### src/rtl/core/pkw_ram.sv
// Generic single-write, single-read RAM with registered read data.
module pkw_ram #(
    parameter int WIDTH = 8,
    parameter int DEPTH = 4
) (
    input  logic                       clk,
    input  logic                       we,
    input  logic [$clog2(DEPTH)-1:0]   waddr,
    input  logic [WIDTH-1:0]           wdata,
    input  logic [$clog2(DEPTH)-1:0]   raddr,
    output logic [WIDTH-1:0]           rdata
);

    logic [WIDTH-1:0] mem [DEPTH];

    always_ff @(posedge clk)
    begin
        if (we)
        begin
            mem[waddr] <= wdata;
        end
        rdata <= mem[raddr];
    end

endmodule

### src/rtl/core/pkw_fifo.sv
// Show-ahead FIFO on the generic RAM; empty follows a registered copy of push, so an entry shows only after its write.
module pkw_fifo #(
    parameter int WIDTH = 8,
    parameter int DEPTH = 4
) (
    input  logic                       clk,
    input  logic                       rst_n,
    input  logic                       push,
    input  logic [WIDTH-1:0]           wdata,
    input  logic                       pop,
    output logic [WIDTH-1:0]           rdata,
    output logic                       empty,
    output logic [$clog2(DEPTH):0]     count
);

    localparam int AW = $clog2(DEPTH);

    logic [AW-1:0] wr_ptr_reg, wr_ptr_next;
    logic [AW-1:0] rd_ptr_reg, rd_ptr_next;
    logic [AW:0]   cnt_reg, cnt_next;
    logic [AW:0]   vis_reg, vis_next;
    logic          push_d_reg;

    always_comb
    begin
        wr_ptr_next = wr_ptr_reg + AW'(push);
        rd_ptr_next = rd_ptr_reg + AW'(pop);
        cnt_next    = cnt_reg + (AW+1)'(push) - (AW+1)'(pop);
        vis_next    = vis_reg + (AW+1)'(push_d_reg) - (AW+1)'(pop);
    end

    always_ff @(posedge clk or negedge rst_n)
    begin
        if (!rst_n)
        begin
            wr_ptr_reg <= '0;
            rd_ptr_reg <= '0;
            cnt_reg    <= '0;
            vis_reg    <= '0;
            push_d_reg <= 1'b0;
        end
        else
        begin
            wr_ptr_reg <= wr_ptr_next;
            rd_ptr_reg <= rd_ptr_next;
            cnt_reg    <= cnt_next;
            vis_reg    <= vis_next;
            push_d_reg <= push;
        end
    end

    pkw_ram #(.WIDTH(WIDTH), .DEPTH(DEPTH)) u_ram (
        .clk   (clk),
        .we    (push),
        .waddr (wr_ptr_reg),
        .wdata (wdata),
        .raddr (rd_ptr_next),
        .rdata (rdata)
    );

    assign empty = (vis_reg == '0);
    assign count = cnt_reg;

endmodule

### config.mk
export PLATFORM = sky130hd
export DESIGN_NAME = pkw_fifo
export DESIGN_NICKNAME = d
export VERILOG_FILES = /design/src/rtl/core/pkw_ram.sv /design/src/rtl/core/pkw_fifo.sv
export SDC_FILE = /design/constraint.sdc
export NUM_CORES = 1
export LEC_CHECK = 0
export ABC_AREA = 1
export BUFFER_PORTS_ARGS = -buffer_cell sky130_fd_sc_hd__buf_2
export CAP_MARGIN = 20
export CORE_MARGIN = 5
export CORE_UTILIZATION = 35
export CTS_BUF_LIST = sky130_fd_sc_hd__clkbuf_8
export CTS_CLUSTER_SIZE = 24
export DETAILED_ROUTE_END_ITERATION = 16
export GPL_TIMING_DRIVEN = 0
export HOLD_SLACK_MARGIN = 0.05
export PLACE_DENSITY = 0.48
export SLEW_MARGIN = 25
export SYNTH_ARGS = -nofsm -noshare
export SYNTH_HDL_FRONTEND = slang
export SYNTH_SLANG_ARGS = --single-unit
### constraint.sdc
create_clock -name clk -period 3.1 [get_ports clk]
set_input_delay 0.62 -clock clk [delete_from_list [all_inputs] [get_ports clk]]
set_output_delay 0.62 -clock clk [all_outputs]
set_load 0.01 [all_outputs]
# [Word level (Yosys, flattened, before mapping)]
# Memory sizes are Yosys's and may differ from the RTL's. A register that Yosys moved wholly into a read port is not among the register bits.
# Cells that the tools add are included.
[word_totals] inputBits=12 mem_bits_rw=32 ff_bits=11 mem_count=1 elab_cells=15 out_inout_bits=12
[memory_table] name="u_ram.mem" words=4 width=8 read_ports=1 rd_ports_with_merged_regs=1 write_ports=1 line="pkw_ram.sv:14" rtl="logic [WIDTH-1:0] mem [DEPTH];"
[classes] mux=2 n_addsub=6 reduce_logical=1
[op_table] op="$add A3 B1 Y3" count=2
[op_table] op="$sub A3 B1 Y3" count=2
[op_table] op="$add A2 B1 Y2" count=2
[op_table] op="$logic_not A3 Y1" count=1
[op_table] op="$mux W1" count=2

# [Longest topological paths before layout]
# Gate-level depths: netlist of the first run.
[depth] word_depth=2 ltp_mapped=10 depth_no_buf=10

# [Modules after synthesis]
# A second synthesis of the first run with hierarchy kept.
[unflattened] hier_cells=188 hier_area_um2=2057.0
[by_module_without_submodules] module="pkw_ram" area_each_um2=1547.7 cells_each=141 seq_area_each_um2=1121.1 instances=1
[by_module_without_submodules] module="pkw_fifo" area_each_um2=509.2 cells_each=47 seq_area_each_um2=275.3 instances=1

# [Worst setup path after synthesis of the first run]
# OpenSTA, ideal clock, no wires.
[synth_path] path_kind="input-to-reg" start="input pop" end="register cnt_reg[2] (netlist: count[2])" path_buffers=0 t_required_ps=2983 setup_ps=117 t_arrival_ps=1669 setup_slack_ps=1315 cell_stages=8 cell_sequence="ha_1 inv_1 ha_1 fa_1 nand2_1 nand2_1 nand2_1 nand2_1"
[synth_between] elab_chain_cells=1
[synth_rtl] item="start: declaration" line="pkw_fifo.sv:10" rtl="input logic pop,"
[synth_rtl] item="$sub A3 B1 Y3" line="pkw_fifo.sv:28" rtl="cnt_next = cnt_reg + (AW+1)'(push) - (AW+1)'(pop);"
[synth_rtl] item="net cnt_next[2]" line="pkw_fifo.sv:20" rtl="logic [AW:0] cnt_reg, cnt_next;"
[synth_rtl] item="end signal: assignment" line="pkw_fifo.sv:46" rtl="cnt_reg <= cnt_next;"
[synth_rtl] item="end: declaration" line="pkw_fifo.sv:20"
# The timed path passes the listed nets, and every way through them passes these cells.

# [Final worst setup path of the first run]
[layout_path] start="register vis_reg[1]" end="output empty"
[layout_between] elab_chain_cells=1
[layout_rtl] item="start: declaration" line="pkw_fifo.sv:21" rtl="logic [AW:0] vis_reg, vis_next;"
[layout_rtl] item="start signal: assignment" line="pkw_fifo.sv:47" rtl="vis_reg <= vis_next;"
[layout_rtl] item="$logic_not A3 Y1" line="pkw_fifo.sv:61" rtl="assign empty = (vis_reg == '0);"
[layout_rtl] item="end: declaration" line="pkw_fifo.sv:12" rtl="output logic empty,"
# No other way between the ends.

==> results of run 1 <==
## power by group through the flow
stage / Combinational, mW / Clock, mW / Sequential, mW
floorplan: 0.538 / 0 / 1.06
global placement: 0.812 / 0 / 1.03
detailed placement: 0.862 / 0 / 1.04
CTS: 0.865 / 0.388 / 1.02
global route: 0.962 / 0.415 / 1.04
finish: 0.835 / 0.375 / 1.02
## cell type report
cell class | count | area [um2]
well taps | 72 | 90.09
inverters | 19 | 78.83
fillers | 561 | 3211
flip-flops and latches | 51 | 1396
repair buffers | 25 | 130.1
multi-input cells | 104 | 536.8
clock inverters | 3 | 20.02
clock buffers | 5 | 68.82
plain buffers | 3 | 42.54
## cell usage after synthesis
library cell	instances
dfrtp_1	11
nand2_2	11
nor3_1	5
ha_1	6
edfxtp_1	32
nand2_1	77
inv_8	1
dfxtp_1	8
nand3_1	2
buf_12	1
xor2_1	1
inv_1	18
fa_1	2
buf_6	2
## metrics by stage
stage / utilization, % / total power [mW]
after floorplan: - / 1.599
after global placement: 40.18 / 1.838
after detailed placement: 40.81 / 1.900
after CTS: 42.40 / 2.276
after global routing: 42.40 / 2.422
final: 42.40 / 2.231
## worst max-delay path by stage
stage,to,from
2_1_floorplan,count[2],pop
3_3_place_gp,u_ram.mem[0][3],push
3_5_place_dp,count[2],pop
4_1_cts,empty,vis_reg[1]
5_1_grt,count[2],pop
6_report,empty,vis_reg[1]
## cells by family (layout without fill, tap and decap cells)
kind of cell               Yosys count  in the layout  share of synthesized area, %
buffers and inverters               22             55                         5.965
adders and majority gates            8              8                         5.658
DFF                                 51             51                         68.63
and+or+nand+nor                     95             95                         19.31
xor gates and xnor gates             1              1                        0.4306
## routing by layer
| layer | global-route usage, % | wire, um |
|---|---|---|
| met1 | 12.31 | 1571 |
| met2 | 18.50 | 1816 |
| met3 | 4.087 | 142 |
| met4 | 4.249 | 64 |
| met5 | 0 | 0 |
==> flow_summary_export.csv, run 1 <==
group,metric,value,unit
final_layout,layout_top_registers,"u_ram.mem (32), u_ram.rdata (8)",
detailed_routing,drc,0,
clock_tree,clkSinkCount,51,
global_route,grt_start_max_net_pins,17,
timing,timing.setup.tns,0,ns
timing,timing.hold.ws,0.1718,ns
setup_path,crit_fanout,4,
timing,fin_ws,1.425,ns
synthesis,synth.avg_cell_area,11.49,um2
setup_path,timing_worst_setup_path_type,"flip-flop to primary output",
placement,postPlaceCellArea,2275,um2
setup_path,path_depth,2,
detailed_routing,dr_total_vias,1183,
power,seq_power_share,45.7,%
timing,finalHoldViolCount,0,
timing,report.final.setup_viol,0,
setup_path,worst_ep_required_time,2.48,ns
synthesis,netlist_instances,177,
clock_tree,cts_buffers,5,
power,power.leakage,1.092,nW
timing,final_period_minus_worst_setup_slack,1.675,ns
synthesis,yosys.area.top_type_share,47.23,%
synthesis,synth-seq-cells,51,
final_layout,layout_common_cells,"77 x nand2_1, 32 x edfxtp_1, 23 x buf_2",
timing,period_share,54.05,%
floorplanning,dieHeight,86.24,um
timing,max_freq,596.9,MHz
synthesis,yosysUniqueCellTypes,14,
clock_tree,post-cts-setup-buffers,0,
final_layout,largest_register_ff_count,32,
hold_path,worstHoldPathType,"input pin to asynchronous set/reset pin",
synthesis,post_synth_instance_area,2034,um2
power,p_per_area,943.9,nW/um2
synthesis,yosysWarnings,0,
final_layout,area_delta_synth_final,16.17,%
power,power.share.clock,16.8,%
global_route,grt_first_pass_wirelength,5823,um
setup_path,critPathLaunchType,"flip-flop",
placement,global_placer_s_final_weighted_congestion,0.6586,
final_layout,layout.cells.non_filler,282,
global_route,grt_pass1_vias,1169,
final_layout,top_register,"u_ram.mem",
detailed_routing,violation_count_after_the_first_detailed_routing_iteration,41,
power,power_frac_comb,37.4,%
floorplanning,floorplan.die_area,7437,um2
final_layout,final_nets,229,
final_layout,layout_commonest_cell,"nand2_1",
final_layout,stdcell_area,2364,um2
clock_tree,clk_root_buffer_cell,"clkbuf_8",
outcome,status,"finished clean",
detailed_routing,drtAntennaViolNets,0,
setup_path,kind_of_capture_point_of_the_worst_setup_path,"primary output",
setup_path,crit_family,"flip-flops",
setup_path,timing.critical_path.buf_inv,1,
setup_path,cpPeakStageDelay,0.44,ns
placement,placement_stage_worst_setup_slack,1.111,ns
floorplanning,core.rowCount,27,
clock_tree,clk-insertion-delay-late,0.30,ns
power,vdd_ir_drop_max,345.6,uV
detailed_routing,routed_via_density,4.195,
setup_path,cp_arrival,1.06,ns
placement,dp_hpwl,2477,um
clock_tree,clockBufferDepth,2,
floorplanning,ioPinCount,24,
power,power.switching,0.8237,mW
detailed_routing,wl_per_cell,12.74,um
final_layout,num_antenna_cells,0,
placement,buffer_ports.inserted,23,
detailed_routing,route.final.wire_length,3594,um
floorplanning,die_x,86.24,um
synthesis,post-synth-top-area-cell,"edfxtp_1",
synthesis,seq_area_frac_synth,68.63,%
detailed_routing,detail_route.first_pass.iterations,3,
timing,rsz_0062_raised_after_global_routing,"false",
floorplanning,initial_standard_cell_utilization_of_the_core,36.50,%
synthesis,yosys-top-cells-area,"edfxtp_1 47%, nand2_1 14%, dfrtp_1 14%",
floorplanning,core-area,5574,um2
global_route,grt_util_all_layers,10.85,%
power,power_switching_share,36.92,%
power,internal_power,1.407,mW
clock_tree,cts-htree-levels,2,
setup_path,regToRegEndpoint,"count[2]",
placement,dp_cells,274,
timing,timing.max_slew.rel_slack,47.88,%
job,max_cap_violations,0,
global_route,grt_antenna_before_repair,0,
setup_path,reg2reg_slack,1.50,ns
final_layout,final_layout_size_suffix_gt1_share,24.29,%
setup_path,reg2regPathDepth,9,
timing,timing_worst_slew_pin_value,0.7776,ns
setup_path,cp_cell_sequence,"nor3_1 -> buf_2",
clock_tree,cts.repair.resized,0,
timing,worst_clock_skew,0.004153,ns
clock_tree,postCtsHoldBufs,0,
global_route,grt.overflow.total,0,
clock_tree,tritoncts,"yes",
timing,finalMaxSlewViolations,0,
setup_path,critical_path.slowest_cell,"dfrtp_1",
clock_tree,clk_transition_reported_paths,0.09,ns
setup_path,reg2reg_from,"count[0]",
synthesis,syn-num-nets,197,
Power figures use the tool's default switching activity.
==> run 2, diff against run 1 <==
--- a/config.mk
+++ b/config.mk
@@ -15,7 +15,7 @@
 export DETAILED_ROUTE_END_ITERATION = 16
 export GPL_TIMING_DRIVEN = 0
 export HOLD_SLACK_MARGIN = 0.05
-export PLACE_DENSITY = 0.48
+export PLACE_DENSITY = 0.5
 export SLEW_MARGIN = 25
 export SYNTH_ARGS = -nofsm -noshare
 export SYNTH_HDL_FRONTEND = slang
==> constraint.sdc (replaced) <==
create_clock -name clk -period 1.38 [get_ports clk]
set_input_delay 0.276 -clock clk [delete_from_list [all_inputs] [get_ports clk]]
set_output_delay 0.276 -clock clk [all_outputs]
set_load 0.01 [all_outputs]
==> run 2 against run 1 <==
The flow now finishes with violations (negative setup slack). Register-to-register slack got worse by 1.7 ns. Routed wire length increased by 2.1%. Non-clock buffer count increased by 6. Clock-buffer cell count unchanged. Hold slack got worse by 0.024 ns. Clock power increased to 2.8 times the previous value. Clock skew increased by 0.0029 ns. Via count increased by 4.1%. Sequential cell count unchanged. Sequential power increased by 130%. First-iteration DRC count decreased by 29%. Global-route usage increased by 0.34 points. Critical path type is now flip-flop to flip-flop. Critical endpoint is now count[2]. Highest routed layer unchanged.
==> flow_summary_export.csv, run 2 (synthesis results as in run 1) <==
group,metric,value,unit
job,max_cap_violations,0,
timing,final_period_minus_worst_setup_slack,1.574,ns
setup_path,cpPeakStageDelay,0.36,ns
outcome,status,"finished with violations",
setup_path,reg2reg_slack,-0.19,ns
setup_path,crit_family,"adder cells",
power,p_per_area,2171,nW/um2
floorplanning,core.rowCount,27,
floorplanning,dieHeight,86.24,um
detailed_routing,detail_route.first_pass.iterations,2,
timing,period_share,114.0,%
power,power.leakage,1.153,nW
final_layout,layout_top_registers,"u_ram.mem (32), u_ram.rdata (8)",
global_route,grt.overflow.total,0,
power,vdd_ir_drop_max,933.7,uV
detailed_routing,drc,0,
timing,finalMaxSlewViolations,0,
detailed_routing,drtAntennaViolNets,0,
global_route,grt_start_max_net_pins,18,
timing,worst_clock_skew,0.007014,ns
timing,max_freq,635.4,MHz
global_route,grt_first_pass_wirelength,6230,um
setup_path,worst_setup_path_startpoint,"count[0]",
clock_tree,cts_buffers,5,
detailed_routing,violation_count_after_the_first_detailed_routing_iteration,29,
floorplanning,floorplan.die_area,7437,um2
clock_tree,cts-htree-levels,2,
setup_path,crit_fanout,2,
placement,buffer_ports.inserted,23,
global_route,grt_antenna_before_repair,0,
final_layout,layout_common_cells,"74 x nand2_1, 32 x edfxtp_1, 23 x buf_2",
final_layout,layout_commonest_cell,"nand2_1",
timing,rsz_0062_raised_after_global_routing,"true",
setup_path,critical-path-top-cell-by-count,"inv_1",
timing,fin_ws,-0.1939,ns
detailed_routing,dr_total_vias,1232,
setup_path,regToRegEndpoint,"count[2]",
outcome,failed_checks,"negative setup slack",
global_route,grt_use_met2,19.76,%
final_layout,final_core_util,45.32,%
setup_path,timing.critical_path.buf_inv,3,
final_layout,largest_register_ff_count,32,
final_layout,final_layout_size_suffix_gt1_share,31.02,%
floorplanning,ioPinCount,24,
timing,report.final.setup_viol,4,
timing,timing.setup.tns,-0.4365,ns
floorplanning,die_x,86.24,um
setup_path,kind_of_capture_point_of_the_worst_setup_path,"flip-flop",
global_route,grt.met3_usage,3.992,%
placement,dp_hpwl,2562,um
final_layout,final_nets,235,
timing,timing.max_slew.rel_slack,76.44,%
detailed_routing,routed_via_density,4.278,
setup_path,cp_arrival,1.77,ns
clock_tree,tritoncts,"yes",
clock_tree,clk_transition_reported_paths,0.09,ns
timing,timing_worst_slew_pin_value,0.3525,ns
detailed_routing,route.final.wire_length,3670,um
setup_path,worst_ep_required_time,1.57,ns
clock_tree,clk-insertion-delay-late,0.30,ns
global_route,grt_util_all_layers,11.19,%
clock_tree,clkSinkCount,51,
setup_path,reg2reg_from,"count[0]",
global_route,global_routing_usage_on_met1,12.79,%
floorplanning,core-area,5574,um2
detailed_routing,wl_per_cell,12.74,um
global_route,global_route.peak_usage_layer,"met2",
setup_path,timing_worst_setup_path_type,"flip-flop to flip-flop",
setup_path,critical_path.slowest_cell,"fa_2",
setup_path,capture_point_of_the_worst_path,"count[2]",
timing,finalHoldViolCount,0,
setup_path,critPathLaunchType,"flip-flop",
setup_path,reg2regPathDepth,9,
clock_tree,clockBufferDepth,2,
hold_path,worstHoldPathType,"input pin to flip-flop",
final_layout,top_register,"u_ram.mem",
clock_tree,clk_root_buffer_cell,"clkbuf_8",
floorplanning,initial_standard_cell_utilization_of_the_core,36.50,%
setup_path,cp_cell_sequence,"inv_1 -> ha_1 -> inv_1 -> ha_2 -> fa_2 -> inv_2 -> nand2_2 -> nand3_1 -> nand2_1",
global_route,grt_pass1_vias,1358,
placement,global_placer_s_final_weighted_congestion,0.6978,
setup_path,path_depth,9,
final_layout,area_delta_synth_final,24.17,%
final_layout,num_antenna_cells,0,
[run 2: changes by cell type in the layout (fill, tap and decap cells not counted), sizes merged]
cell         previous run  this run
dlygate4sd3             0         1
clkinvlp                1         0
bufinv                  0         1
buf                    28        33
clkinv                  2         1
inv                    19        20
[run 2: cell type report]
class | instances | area (um2)
well taps | 72 | 90.09
multi-input cells | 104 | 599.3
clock buffers | 5 | 68.82
fillers | 518 | 3048
inverters | 19 | 78.83
plain buffers | 2 | 22.52
clock inverters | 3 | 47.55
repair buffers | 32 | 222.7
flip-flops and latches | 51 | 1396
[run 2: layer usage]
layer,vias to the layer above,part of all wire [%],routed length (um)
li1,636,-,-
met1,576,42,1534
met2,15,53,1928
met3,5,4.6,169
met4,0,1.0,38
met5,-,0,0
[run 2: worst reg2reg max path, cell delays in order (launching register included)]
cell	delay, ns
dfrtp_1	0.35
inv_1	0.05
ha_1	0.26
inv_1	0.04
ha_2	0.16
fa_2	0.36
inv_2	0.06
nand2_2	0.05
nand3_1	0.08
nand2_1	0.06
[run 2: worst min-delay path by stage]
| stage | cells past startpoint | from | endpoint | slack, ns |
|---|---|---|---|---|
| 2_1_floorplan | 0 | rst_n | count[0] | -0.02 |
| 3_3_place_gp | 1 | rst_n | wr_ptr_reg[1] | 0.16 |
| 3_5_place_dp | 1 | rst_n | wr_ptr_reg[0] | 0.16 |
| 4_1_cts | 1 | push | push_d_reg | 0.14 |
| 5_1_grt | 1 | push | push_d_reg | 0.13 |
| 6_report | 1 | push | push_d_reg | 0.15 |
[run 2: repair_timing]
item,CTS,global route
cloned,0,0
hold endpoints to repair,11,0
gates resized for setup,2,9
setup buffers,1,7
hold buffers,1,0
pin swaps,1,5
setup endpoints to repair,36,37
[run 2: stage by stage]
step	area (um2)	std cells	hold slack, ns	worst slack [ns]	power [mW]
2_1_floorplan	2062	177	-0.01959	-0.1449	3.632
3_3_place_gp	2267	272	0.1571	-0.1823	4.151
3_5_place_dp	2267	272	0.1594	-0.2484	4.280
4_1_cts	2425	282	0.1386	-0.2278	5.398
5_1_grt	2526	288	0.1281	-0.2742	5.959
6_report	2526	288	0.1477	-0.1939	5.485
[run 2: report_power, final]
part	internal, mW	switching, mW	leakage (nW)
clock	0.549	0.494	0.0587
sequential	2.10	0.231	0.490
combinational	0.859	1.25	0.604
